## src/hdl/pec_pkg.sv

```systemverilog
// Shared types, widths and constants of the pretrigger episode capture block.
package pec_pkg;

  localparam int unsigned DEPTH = 64;
  localparam int unsigned PTR_W = (DEPTH > 1) ? $clog2(DEPTH) : 1;
  localparam int unsigned CNT_W = $clog2(DEPTH + 1);
  localparam logic [PTR_W-1:0] PTR_LAST = PTR_W'(DEPTH - 1);
  localparam logic [CNT_W-1:0] CNT_FULL = CNT_W'(DEPTH);

  localparam int unsigned STAMP_W = 63;
  localparam int unsigned ANG_W = 32;
  localparam int unsigned THR_W = 31;
  localparam int unsigned SPEED_W = 24;
  localparam int unsigned DRIVE_W = 32;
  localparam int unsigned POS_W = 64;
  localparam int unsigned EPI_W = 32;
  localparam int unsigned SETTLE_W = 32;
  localparam int unsigned CFG_IDX_W = 3;
  localparam int unsigned CFG_DATA_W = 32;

  localparam logic [CFG_IDX_W-1:0] REG_TILT_TRIGGER = CFG_IDX_W'(0);
  localparam logic [CFG_IDX_W-1:0] REG_RATE_TRIGGER = CFG_IDX_W'(1);
  localparam logic [CFG_IDX_W-1:0] REG_TILT_STABLE = CFG_IDX_W'(2);
  localparam logic [CFG_IDX_W-1:0] REG_RATE_STABLE = CFG_IDX_W'(3);
  localparam logic [CFG_IDX_W-1:0] REG_SETTLE_TIME = CFG_IDX_W'(4);

  localparam logic [THR_W-1:0] TILT_TRIGGER_RST = THR_W'(1966);
  localparam logic [THR_W-1:0] RATE_TRIGGER_RST = THR_W'(3277);
  localparam logic [THR_W-1:0] TILT_STABLE_RST = THR_W'(655);
  localparam logic [THR_W-1:0] RATE_STABLE_RST = THR_W'(3277);
  localparam logic [SETTLE_W-1:0] SETTLE_TIME_RST = SETTLE_W'(500000000);

  localparam logic signed [POS_W-1:0] POS_LIMIT = {1'b0, {(POS_W - 1){1'b1}}};

  typedef struct packed {
    logic [STAMP_W-1:0]        stamp_ns;
    logic signed [ANG_W-1:0]   tilt;
    logic signed [ANG_W-1:0]   tilt_rate;
    logic signed [SPEED_W-1:0] speed;
    logic signed [DRIVE_W-1:0] drive;
  } sample_t;

  typedef struct packed {
    logic [STAMP_W-1:0]        stamp_ns;
    logic signed [ANG_W-1:0]   tilt;
    logic signed [ANG_W-1:0]   tilt_rate;
    logic signed [POS_W-1:0]   position;
    logic signed [SPEED_W-1:0] speed;
    logic signed [DRIVE_W-1:0] drive;
  } entry_t;

  typedef struct packed {
    logic [STAMP_W-1:0]        out_stamp_ns;
    logic signed [ANG_W-1:0]   out_tilt;
    logic signed [ANG_W-1:0]   out_tilt_rate;
    logic signed [POS_W-1:0]   out_position;
    logic signed [SPEED_W-1:0] out_speed;
    logic signed [DRIVE_W-1:0] out_drive;
    logic [EPI_W-1:0]          episode;
    logic                      last;
  } result_t;

  typedef struct packed {
    logic             capture;
    logic             diff;
    logic             mul_lo;
    logic             mul_hi;
    logic             sat;
    logic             acc;
    logic             mem_we;
    logic [PTR_W-1:0] mem_waddr;
    logic             rd_en;
    logic [PTR_W-1:0] rd_addr;
    logic             trigger;
    logic             settle_upd;
    logic             settle_clr;
    logic             out_load;
    logic             out_sel_ring;
    logic             out_last;
  } dp_cmd_t;

  typedef struct packed {
    logic trigger;
    logic settle_done;
  } dp_status_t;

endpackage

```

## src/hdl/pec_ctrl.sv

```systemverilog
// Controller: sequences one sample through the datapath and streams the ring out.
module pec_ctrl (
  input  logic                  clk_i,
  input  logic                  rst_ni,
  input  logic                  in_valid_i,
  output logic                  in_ready_o,
  output logic                  out_valid_o,
  input  logic                  out_ready_i,
  input  pec_pkg::dp_status_t   status_i,
  output pec_pkg::dp_cmd_t      cmd_o
);

  localparam logic [3:0] S_IDLE   = 4'd0;
  localparam logic [3:0] S_DIFF   = 4'd1;
  localparam logic [3:0] S_MUL_LO = 4'd2;
  localparam logic [3:0] S_MUL_HI = 4'd3;
  localparam logic [3:0] S_SAT    = 4'd4;
  localparam logic [3:0] S_ACC    = 4'd5;
  localparam logic [3:0] S_DECIDE = 4'd6;
  localparam logic [3:0] S_EMIT   = 4'd7;
  localparam logic [3:0] S_SETTLE = 4'd8;
  localparam logic [3:0] S_DUMP   = 4'd9;

  localparam int unsigned EXT_W = pec_pkg::CNT_W + 1;

  logic [3:0]                  state_q, state_d;
  logic                        recording_q, recording_d;
  logic [pec_pkg::PTR_W-1:0]   head_q, head_d, rptr_q, rptr_d, head_n;
  logic [pec_pkg::CNT_W-1:0]   count_q, count_d, rem_q, rem_d, count_n;
  logic                        rdv_q, rdv_d, rdlast_q, rdlast_d;
  logic                        out_valid_q, out_valid_d;
  logic                        can_load, move, issue;
  logic [EXT_W-1:0]            head_x, count_x, start_x;

  always_comb begin
    head_n = (head_q == pec_pkg::PTR_LAST) ? '0 : head_q + 1'b1;
    count_n = (count_q == pec_pkg::CNT_FULL) ? count_q : count_q + 1'b1;
    head_x = EXT_W'(head_n);
    count_x = EXT_W'(count_n);
    start_x = (head_x >= count_x) ? (head_x - count_x)
                                  : (head_x + EXT_W'(pec_pkg::DEPTH) - count_x);
    can_load = !out_valid_q || out_ready_i;
    move = rdv_q && can_load;
    issue = (rem_q != '0) && (!rdv_q || move);
  end

  always_comb begin
    state_d = state_q;
    recording_d = recording_q;
    head_d = head_q;
    count_d = count_q;
    rptr_d = rptr_q;
    rem_d = rem_q;
    rdv_d = rdv_q;
    rdlast_d = rdlast_q;
    in_ready_o = 1'b0;
    cmd_o = '0;
    cmd_o.mem_waddr = head_q;
    cmd_o.rd_addr = rptr_q;

    unique case (state_q)
      S_IDLE: begin
        in_ready_o = 1'b1;
        if (in_valid_i) begin
          cmd_o.capture = 1'b1;
          state_d = S_DIFF;
        end
      end
      S_DIFF: begin
        cmd_o.diff = 1'b1;
        state_d = S_MUL_LO;
      end
      S_MUL_LO: begin
        cmd_o.mul_lo = 1'b1;
        state_d = S_MUL_HI;
      end
      S_MUL_HI: begin
        cmd_o.mul_hi = 1'b1;
        state_d = S_SAT;
      end
      S_SAT: begin
        cmd_o.sat = 1'b1;
        state_d = S_ACC;
      end
      S_ACC: begin
        cmd_o.acc = 1'b1;
        state_d = S_DECIDE;
      end
      S_DECIDE: begin
        if (recording_q) begin
          state_d = S_EMIT;
        end else begin
          cmd_o.mem_we = 1'b1;
          if (status_i.trigger) begin
            cmd_o.trigger = 1'b1;
            recording_d = 1'b1;
            rptr_d = start_x[pec_pkg::PTR_W-1:0];
            rem_d = count_n;
            head_d = '0;
            count_d = '0;
            state_d = S_DUMP;
          end else begin
            head_d = head_n;
            count_d = count_n;
            state_d = S_IDLE;
          end
        end
      end
      S_EMIT: begin
        if (can_load) begin
          cmd_o.out_load = 1'b1;
          cmd_o.out_last = 1'b1;
          cmd_o.settle_upd = 1'b1;
          state_d = S_SETTLE;
        end
      end
      S_SETTLE: begin
        if (status_i.settle_done) begin
          cmd_o.settle_clr = 1'b1;
          recording_d = 1'b0;
          head_d = '0;
          count_d = '0;
        end
        state_d = S_IDLE;
      end
      S_DUMP: begin
        if (move) begin
          cmd_o.out_load = 1'b1;
          cmd_o.out_sel_ring = 1'b1;
          cmd_o.out_last = rdlast_q;
        end
        if (issue) begin
          cmd_o.rd_en = 1'b1;
          rptr_d = (rptr_q == pec_pkg::PTR_LAST) ? '0 : rptr_q + 1'b1;
          rem_d = rem_q - 1'b1;
          rdlast_d = rem_q == pec_pkg::CNT_W'(1);
          rdv_d = 1'b1;
        end else if (move) begin
          rdv_d = 1'b0;
        end
        if (move && (rem_q == '0)) begin
          state_d = S_IDLE;
        end
      end
      default: begin
        state_d = S_IDLE;
      end
    endcase

    if (cmd_o.out_load) begin
      out_valid_d = 1'b1;
    end else if (out_ready_i) begin
      out_valid_d = 1'b0;
    end else begin
      out_valid_d = out_valid_q;
    end
  end

  always_ff @(posedge clk_i or negedge rst_ni) begin
    if (!rst_ni) begin
      state_q <= S_IDLE;
      recording_q <= 1'b0;
      head_q <= '0;
      count_q <= '0;
      rptr_q <= '0;
      rem_q <= '0;
      rdv_q <= 1'b0;
      rdlast_q <= 1'b0;
      out_valid_q <= 1'b0;
    end else begin
      state_q <= state_d;
      recording_q <= recording_d;
      head_q <= head_d;
      count_q <= count_d;
      rptr_q <= rptr_d;
      rem_q <= rem_d;
      rdv_q <= rdv_d;
      rdlast_q <= rdlast_d;
      out_valid_q <= out_valid_d;
    end
  end

  assign out_valid_o = out_valid_q;

  a_dump_recording: assert property (@(posedge clk_i) disable iff (!rst_ni)
    (state_q == S_DUMP) |-> recording_q)
    else $error("ring dump running outside of an episode");

  a_count_bound: assert property (@(posedge clk_i) disable iff (!rst_ni)
    (count_q <= pec_pkg::CNT_FULL) && (rem_q <= pec_pkg::CNT_FULL))
    else $error("ring fill count beyond depth");

  a_no_overwrite: assert property (@(posedge clk_i) disable iff (!rst_ni)
    cmd_o.out_load |-> (!out_valid_q || out_ready_i))
    else $error("result register overwritten while still pending");

  a_idle_clean: assert property (@(posedge clk_i) disable iff (!rst_ni)
    (state_q == S_IDLE) |-> (!rdv_q && (rem_q == '0)))
    else $error("dump left unfinished on return to idle");

endmodule

```

## config.mk

```make
export PLATFORM = sky130hd
export DESIGN_NAME = pec_ctrl
export DESIGN_NICKNAME = d
export VERILOG_FILES = /design/src/hdl/pec_pkg.sv /design/src/hdl/pec_ctrl.sv
export SDC_FILE = /design/constraint.sdc
export NUM_CORES = 1
export LEC_CHECK = 0
export BUFFER_PORTS_ARGS = -buffer_cell sky130_fd_sc_hd__buf_2
export CAP_MARGIN = 30
export CELL_PAD_IN_SITES_DETAIL_PLACEMENT = 1
export CELL_PAD_IN_SITES_GLOBAL_PLACEMENT = 1
export CORE_MARGIN = 1.5
export CORE_UTILIZATION = 40
export CTS_CLUSTER_SIZE = 14
export DETAILED_ROUTE_END_ITERATION = 8
export PLACE_DENSITY = 0.84
export SYNTH_ARGS = -nofsm -noshare
export SYNTH_HDL_FRONTEND = slang
export SYNTH_SLANG_ARGS = --single-unit
```

## constraint.sdc

```tcl
create_clock -name clk_i -period 9 [get_ports clk_i]
set_clock_uncertainty 0.05 [all_clocks]
set_input_delay 0 -clock clk_i [delete_from_list [all_inputs] [get_ports clk_i]]
set_output_delay 0 -clock clk_i [all_outputs]
set_load 0.005 [all_outputs]
```

==> run_results.csv, run 1 <==
group,metric,value,unit
run_status,outcome,"finished, final reports clean",
min_path,hold_start,"status_i[0]",
yosys,syn_avg_cell_area,8.30,sq um
sta,final_hold_viol_count,0,
global_route,grt.total_usage,21.1,%
min_path,hold_path_class,"in -> reg",
floorplan,placementRows,29,
floorplan,ioPinCount,34,
min_path,hold_depth,3,
global_route,grt_overflow,0,
critical_path,endpoint_kind,"flop",
clock_network,cts_tree,"yes",
floorplan,start_util,41.0,%
layout,layout_commonest_cell,"nand2_1",
placement,gp_congestion,0.905,
sta,rsz0062_at_grt,"false",
yosys,ys_async_sr_fraction,100,%
power_and_ir_drop,p_leak,0.00127,uW
detailed_routing,dr_wl_met2,3210,microns
min_path,hold_path_end,"recording_q",
placement,dp_cells,406,
layout,stdcell_count,416,
critical_path,crit_type,"reg -> reg",
yosys,synth-edff-count,0,
detailed_routing,wl_met1,3370,microns
critical_path,reg2reg_depth,14,
power_and_ir_drop,p_total,739,uW
clock_network,post-cts-setup-buffer-count,0,
detailed_routing,avgViaCountPerCell,5.69,
detailed_routing,top_layer,"met4",
yosys,synth.area.top_cells,"dfrtp_1 33%, o21ai_0 6.4%, ha_1 5.4%",
critical_path,rrSetupSlack,5530,ps
power_and_ir_drop,p_int,415,uW
sta,fin_crit_sh,38.6,%
sta,worstMarginPinSlew,953,ps
clock_network,cts_sinks,34,
power_and_ir_drop,combPwrFrac,49.1,%
detailed_routing,drtPass1Iterations,5,
sta,fin_crit,3470,ps
sta,setup_tns,0,ps
clock_network,clockBufferDepth,2,
critical_path,timing.rr.start,"count_q[0]",
critical_path,cp_data_required_time,9120,ps
detailed_routing,drt_iter0_drc,71,
yosys,synth_area_leader_cell,"dfrtp_1",
detailed_routing,wl_met3,216,microns
critical_path,path_max_fanout,6,
placement,port_buffers,33,
yosys,synth.distinct_cells,62,
layout,diodes,0,
yosys,synth_top_area_share,33.1,%
detailed_routing,drt-total-wl,6890,microns
power_and_ir_drop,switching_power,324,uW
clock_network,clk_latency,300,ps
clock_network,clockRootBuffer,"clkbuf_8",
clock_network,clkTransAtPathRegs,70,ps
yosys,synth_cells,310,
detailed_routing,ant_nets,0,
yosys,syn_nets,328,
sta,setup_viol,0,
clock_network,cts_resized,0,
clock_network,h-tree-depth,2,
critical_path,arrival,3600,ps
global_route,grt_pass1_wl,12000,microns
power_and_ir_drop,p_seq_share,35.6,%
floorplan,dieArea,6920,sq um
yosys,yosysSeqAreaShare,33.1,%
global_route,grt_max_degree,35,
detailed_routing,vias,2367,
power_and_ir_drop,power.clock.fraction,15.3,%
floorplan,core,6280,sq um
layout,drive_gt1_share,18.6,%
placement,hpwl,5030,microns
yosys,synth_warnings,0,
floorplan,die_y,83.2,microns
clock_network,cts_hold_buf,3,
yosys,synth-main-ff-cell,"dfrtp_1",
critical_path,critPathLaunchType,"flop",
power_and_ir_drop,power_density,257,nW/um^2
global_route,antenna_found_initial,0,
detailed_routing,wl_per_cell,16.6,microns
sta,maxSlewHeadroom,36.2,%
clock_network,cts_inserted_buffers,5,
power_and_ir_drop,irDropWorstVdd,0.0994,mV
critical_path,worstReg2RegEnd,"rptr_q[5]",
global_route,grt_pass1_vias,2434,
detailed_routing,drc,0,
job,maxCapViolCount,0,
layout,num-fill-cells,811,
layout,final_nets,357,
floorplan,die_x,83.2,microns
yosys,synth_area,2570,sq um
layout,area_growth,11.8,%
power_and_ir_drop,swShare,43.9,%
sta,maxSlewViolCount,0,
yosys,yosys_register_bits,34,
layout,mostFrequentLayoutCells,"35 x nand2_1, 34 x dfrtp_1, 33 x o21ai_0, 33 x buf_2, 27 x a21oi_1",
sta,fmax,288,MHz
## metal layers
metal / GRT usage, % / up-vias
met3: 3.38 / 9
li1: - / 1161
met4: 6.06 / 0
met2: 35.0 / 33
met5: 0 / -
met1: 28.5 / 1164
## how the worst max path moves through the flow
stage                     slack, ps  cells past startpoint         to  startpoint
final                          5530                     14  rptr_q[5]  count_q[0]
after global routing           5230                     14  rptr_q[5]  count_q[0]
after CTS                      5510                     14  rptr_q[5]  count_q[0]
after detailed placement       5580                     14  rptr_q[5]  count_q[0]
after global placement         5720                     14  rptr_q[5]  count_q[0]
after floorplan                5830                     14  rptr_q[5]  count_q[0]
## cell usage after synthesis (6+ instances only)
cell type	number
nand2_1	35
o21ai_0	33
inv_1	11
xor2_1	6
nand2b_1	7
nor3_1	10
a21oi_1	27
xnor2_1	7
nand3_1	17
nor2_1	21
clkbuf_1	10
ha_1	11
dfrtp_1	34
## power by group through the flow
stage / sequential (uW) / combinational, uW / clock, uW
6_report: 263 / 363 / 113
5_1_grt: 273 / 410 / 122
4_1_cts: 262 / 363 / 117
3_5_place_dp: 265 / 356 / 0
3_3_place_gp: 262 / 343 / 0
2_1_floorplan: 237 / 278 / 0
## state kept, by name (all words and copies together) (netlist names)
signal and cells:
count_q 7, recording_q 1, rem_q 7, state_q 4
head_q 6, out_valid_o 1, rdv_q 1, rdlast_q 1
rptr_q 6
## critical path: stages (launching register included)
cell,delay (ps)
dfrtp_1,440
inv_1,120
ha_1,150
nor4b_2,320
nand2_1,180
xnor2_1,300
ha_1,200
inv_1,40
a21o_1,170
maj3_2,370
maj3_2,320
a21o_1,180
or3_1,320
a21oi_2,140
nor4_2,60
## final cells by class
| cell class | count | area [sq um] | area share [%] |
|---|---|---|---|
| Timing Repair Buffer | 37 | 206 | 7.18 |
| Sequential cell | 34 | 851 | 29.6 |
| Multi-Input combinational cell | 249 | 1600 | 55.5 |
| Tap cell | 77 | 96.3 | 3.35 |
| Clock buffer | 6 | 72.6 | 2.52 |
| Clock inverter | 1 | 7.51 | 0.261 |
| Inverter | 12 | 45.0 | 1.57 |
## kinds of logic after synthesis
group | synth area share (%)
adder cells (fa/ha/maj) | 7.44
AO/OA/AOI/OAI | 24.2
flip-flops | 33.1
XOR/XNOR | 5.69
buffers and inverters | 4.86
AND/OR/NAND/NOR | 24.8
## metrics by stage
step / hold slack (ps) / util [%] / cell area [sq um] / setup slack (ps)
4_1_cts: 20.5 / 45.8 / 2880 / 5510
3_3_place_gp: 79.7 / 43.9 / 2750 / 5720
2_1_floorplan: -346 / - / 2570 / 5830
6_report: 14.8 / 45.8 / 2880 / 5530
5_1_grt: 52.4 / 45.8 / 2880 / 5230
3_5_place_dp: 82.3 / 44.1 / 2770 / 5580
(Power assumes the default switching activity.)
==> run 2, diff against run 1 <==
--- a/config.mk
+++ b/config.mk
@@ -5,6 +5,7 @@
 export SDC_FILE = /design/constraint.sdc
 export NUM_CORES = 1
 export LEC_CHECK = 0
+export ABC_AREA = 1
 export BUFFER_PORTS_ARGS = -buffer_cell sky130_fd_sc_hd__buf_2
 export CAP_MARGIN = 30
 export CELL_PAD_IN_SITES_DETAIL_PLACEMENT = 1
@@ -13,7 +14,7 @@
 export CORE_UTILIZATION = 40
 export CTS_CLUSTER_SIZE = 14
 export DETAILED_ROUTE_END_ITERATION = 8
-export PLACE_DENSITY = 0.84
+export PLACE_DENSITY = 0.86
 export SYNTH_ARGS = -nofsm -noshare
 export SYNTH_HDL_FRONTEND = slang
 export SYNTH_SLANG_ARGS = --single-unit
==> constraint.sdc (replaced) <==
create_clock -name clk_i -period 3.2 [get_ports clk_i]
set_clock_uncertainty 0.05 [all_clocks]
set_input_delay 0 -clock clk_i [delete_from_list [all_inputs] [get_ports clk_i]]
set_output_delay 0 -clock clk_i [all_outputs]
set_load 0.005 [all_outputs]
==> run 2 against run 1 <==
Synthesized area is the same. Critical path depth stayed put. Design area grew 2.3%. Clock-buffer cell count is 1 lower. Highest routed layer unchanged. Via count up 5.0%. Combinational power grew to 4.0 times the previous value. Fmax is 36% higher.
==> run_results.csv, run 2 <==
group,metric,value,unit
layout,largestRegisters,"count_q: 7 flops, rem_q: 7 flops",
critical_path,arrival,2720,ps
floorplan,die_x,83.2,microns
placement,hpwl,5330,microns
layout,diodes,0,
yosys,synth.area.top_cells,"dfrtp_1 33%, nand2_1 11%, inv_1 9.9%",
power_and_ir_drop,irDropWorstVdd,0.286,mV
detailed_routing,avgViaCountPerCell,5.13,
clock_network,post-cts-setup-buffer-count,0,
yosys,yosysSeqAreaShare,33.1,%
yosys,synth_cells,372,
clock_network,cts_inserted_buffers,5,
sta,fin_crit_sh,80.0,%
job,maxCapViolCount,0,
yosys,synth-edff-count,0,
power_and_ir_drop,p_leak,0.00159,uW
detailed_routing,drt-total-wl,7060,microns
critical_path,endpoint_kind,"flop",
clock_network,clk_latency,290,ps
layout,area_growth,14.4,%
detailed_routing,wl_per_cell,14.6,microns
sta,rsz0062_at_grt,"false",
sta,setup_tns,0,ps
layout,final_nets,425,
layout,mostFrequentLayoutCells,"77 x nand2_1, 68 x inv_1, 40 x nor2_1",
placement,port_buffers,33,
sta,maxSlewViolCount,0,
placement,gp_congestion,0.838,
sta,fin_crit,2560,ps
critical_path,crit_type,"reg -> reg",
floorplan,dieArea,6920,sq um
clock_network,h-tree-depth,2,
global_route,grt_overflow,0,
global_route,grt_pass1_wl,12600,microns
floorplan,ioPinCount,34,
clock_network,clkTransAtPathRegs,80,ps
global_route,grt_max_degree,35,
sta,setup_viol,0,
detailed_routing,vias,2486,
yosys,synth.most_common_cell,"nand2_1",
detailed_routing,drtPass1Iterations,4,
detailed_routing,ant_nets,0,
sta,maxSlewHeadroom,45.6,%
yosys,ys_async_sr_fraction,100,%
power_and_ir_drop,power_density,911,nW/um^2
yosys,synth.distinct_cells,35,
global_route,grt.total_usage,22.3,%
layout,num-fill-cells,849,
yosys,synth_warnings,0,
critical_path,cp_data_required_time,3360,ps
yosys,syn_avg_cell_area,6.92,sq um
clock_network,clockBufferDepth,2,
critical_path,critPathLaunchType,"flop",
floorplan,core,6280,sq um
floorplan,placementRows,29,
floorplan,start_util,41.0,%
yosys,synthTopCellsByCount,"77 x nand2_1, 68 x inv_1, 40 x nor2_1, 34 x dfrtp_1, 34 x nand3_1",
detailed_routing,drc,0,
yosys,yosys_register_bits,34,
detailed_routing,drt_iter0_drc,100,
sta,fmax,391,MHz
yosys,syn_nets,390,
sta,hold_ws,7.29,ps
layout,drive_gt1_share,17.6,%
sta,worstMarginPinSlew,816,ps
yosys,synth-main-ff-cell,"dfrtp_1",
global_route,antenna_found_initial,0,
sta,final_hold_viol_count,0,
yosys,synth_top_area_share,33.1,%
clock_network,cts_tree,"yes",
floorplan,die_y,83.2,microns
yosys,synth_area,2570,sq um
run_status,outcome,"finished, final reports clean",
yosys,synth_area_leader_cell,"dfrtp_1",
layout,layout_commonest_cell,"nand2_1",
min_path,hold_path_class,"in -> reg",
clock_network,clockRootBuffer,"clkbuf_8",
critical_path,path_max_fanout,6,
global_route,grt_pass1_vias,2633,
clock_network,cts_sinks,34,
## run 2: critical path, cell delays in order, from the launching register on
cell and delay (ps):
dfrtp_1 450, ha_1 260, nand2_2 80, nor2_2 40
nand2_1 110, inv_1 80, nor2_1 130, inv_1 80
ha_1 230, fa_1 390, nor2_1 150, nand3_1 100
nand3_1 100, nand3_1 80, a31oi_1 150
## run 2: final timing paths
kind                             start         end  slack, ps  cells past startpoint
setup / recovery             head_q[0]   rptr_q[4]        640                     14
hold / removal             status_i[1]   head_q[0]          7                      4
setup reg to reg             head_q[0]   rptr_q[4]        640                     14
hold reg to reg               rdlast_q    rdlast_q        460                      2
max in group asynchronous       rst_ni  count_q[3]       2300                      2
min in group asynchronous       rst_ni  state_q[0]        280                      2
## run 2: cell type report
cell class	count	area [sq um]	area share, %
Inverter	74	280	9.52
Timing Repair Buffer	34	175	5.95
Sequential cell	34	851	28.9
Clock buffer	5	68.8	2.34
Tap cell	77	96.3	3.27
Clock inverter	3	68.8	2.34
Multi-Input combinational cell	258	1400	47.7
## run 2: layer usage
metal | track usage, % | wire length [microns]
met4 | 7.12 | 121
met3 | 3.18 | 142
met1 | 29.3 | 3300
met2 | 38.0 | 3500
met5 | 0 | 0
## run 2: kinds of logic (layout without fill, tap and decap cells)
family | after synthesis | count (layout) | share of synthesized area (%)
AND/OR/NAND/NOR | 183 | 183 | 33.3
buffers and inverters | 80 | 116 | 12.4
AO/OA/AOI/OAI | 55 | 55 | 12.4
flip-flops | 34 | 34 | 33.1
adder cells (fa/ha/maj) | 12 | 12 | 6.13
XOR/XNOR | 8 | 8 | 2.72
## run 2: where the power goes
group	switching (uW)	internal (uW)
clock network	178	312
registers	151	570
logic	906	564
## run 2: repair_timing
action                    in CTS  in global routing
hold endpoints to repair      34                  0
hold buffers                   1                  0
gates resized for setup        0                  0
## run 2: stage by stage
stage	cell area (sq um)	power (uW)	setup WS, ps	util [%]	instances
after floorplan	2570	1790	942	-	372
final	2940	2680	641	46.9	485
after CTS	2940	2710	653	46.9	485
after detailed placement	2800	2180	724	44.5	476
after global placement	2800	2130	780	44.5	476
after global routing	2940	2980	399	46.9	485
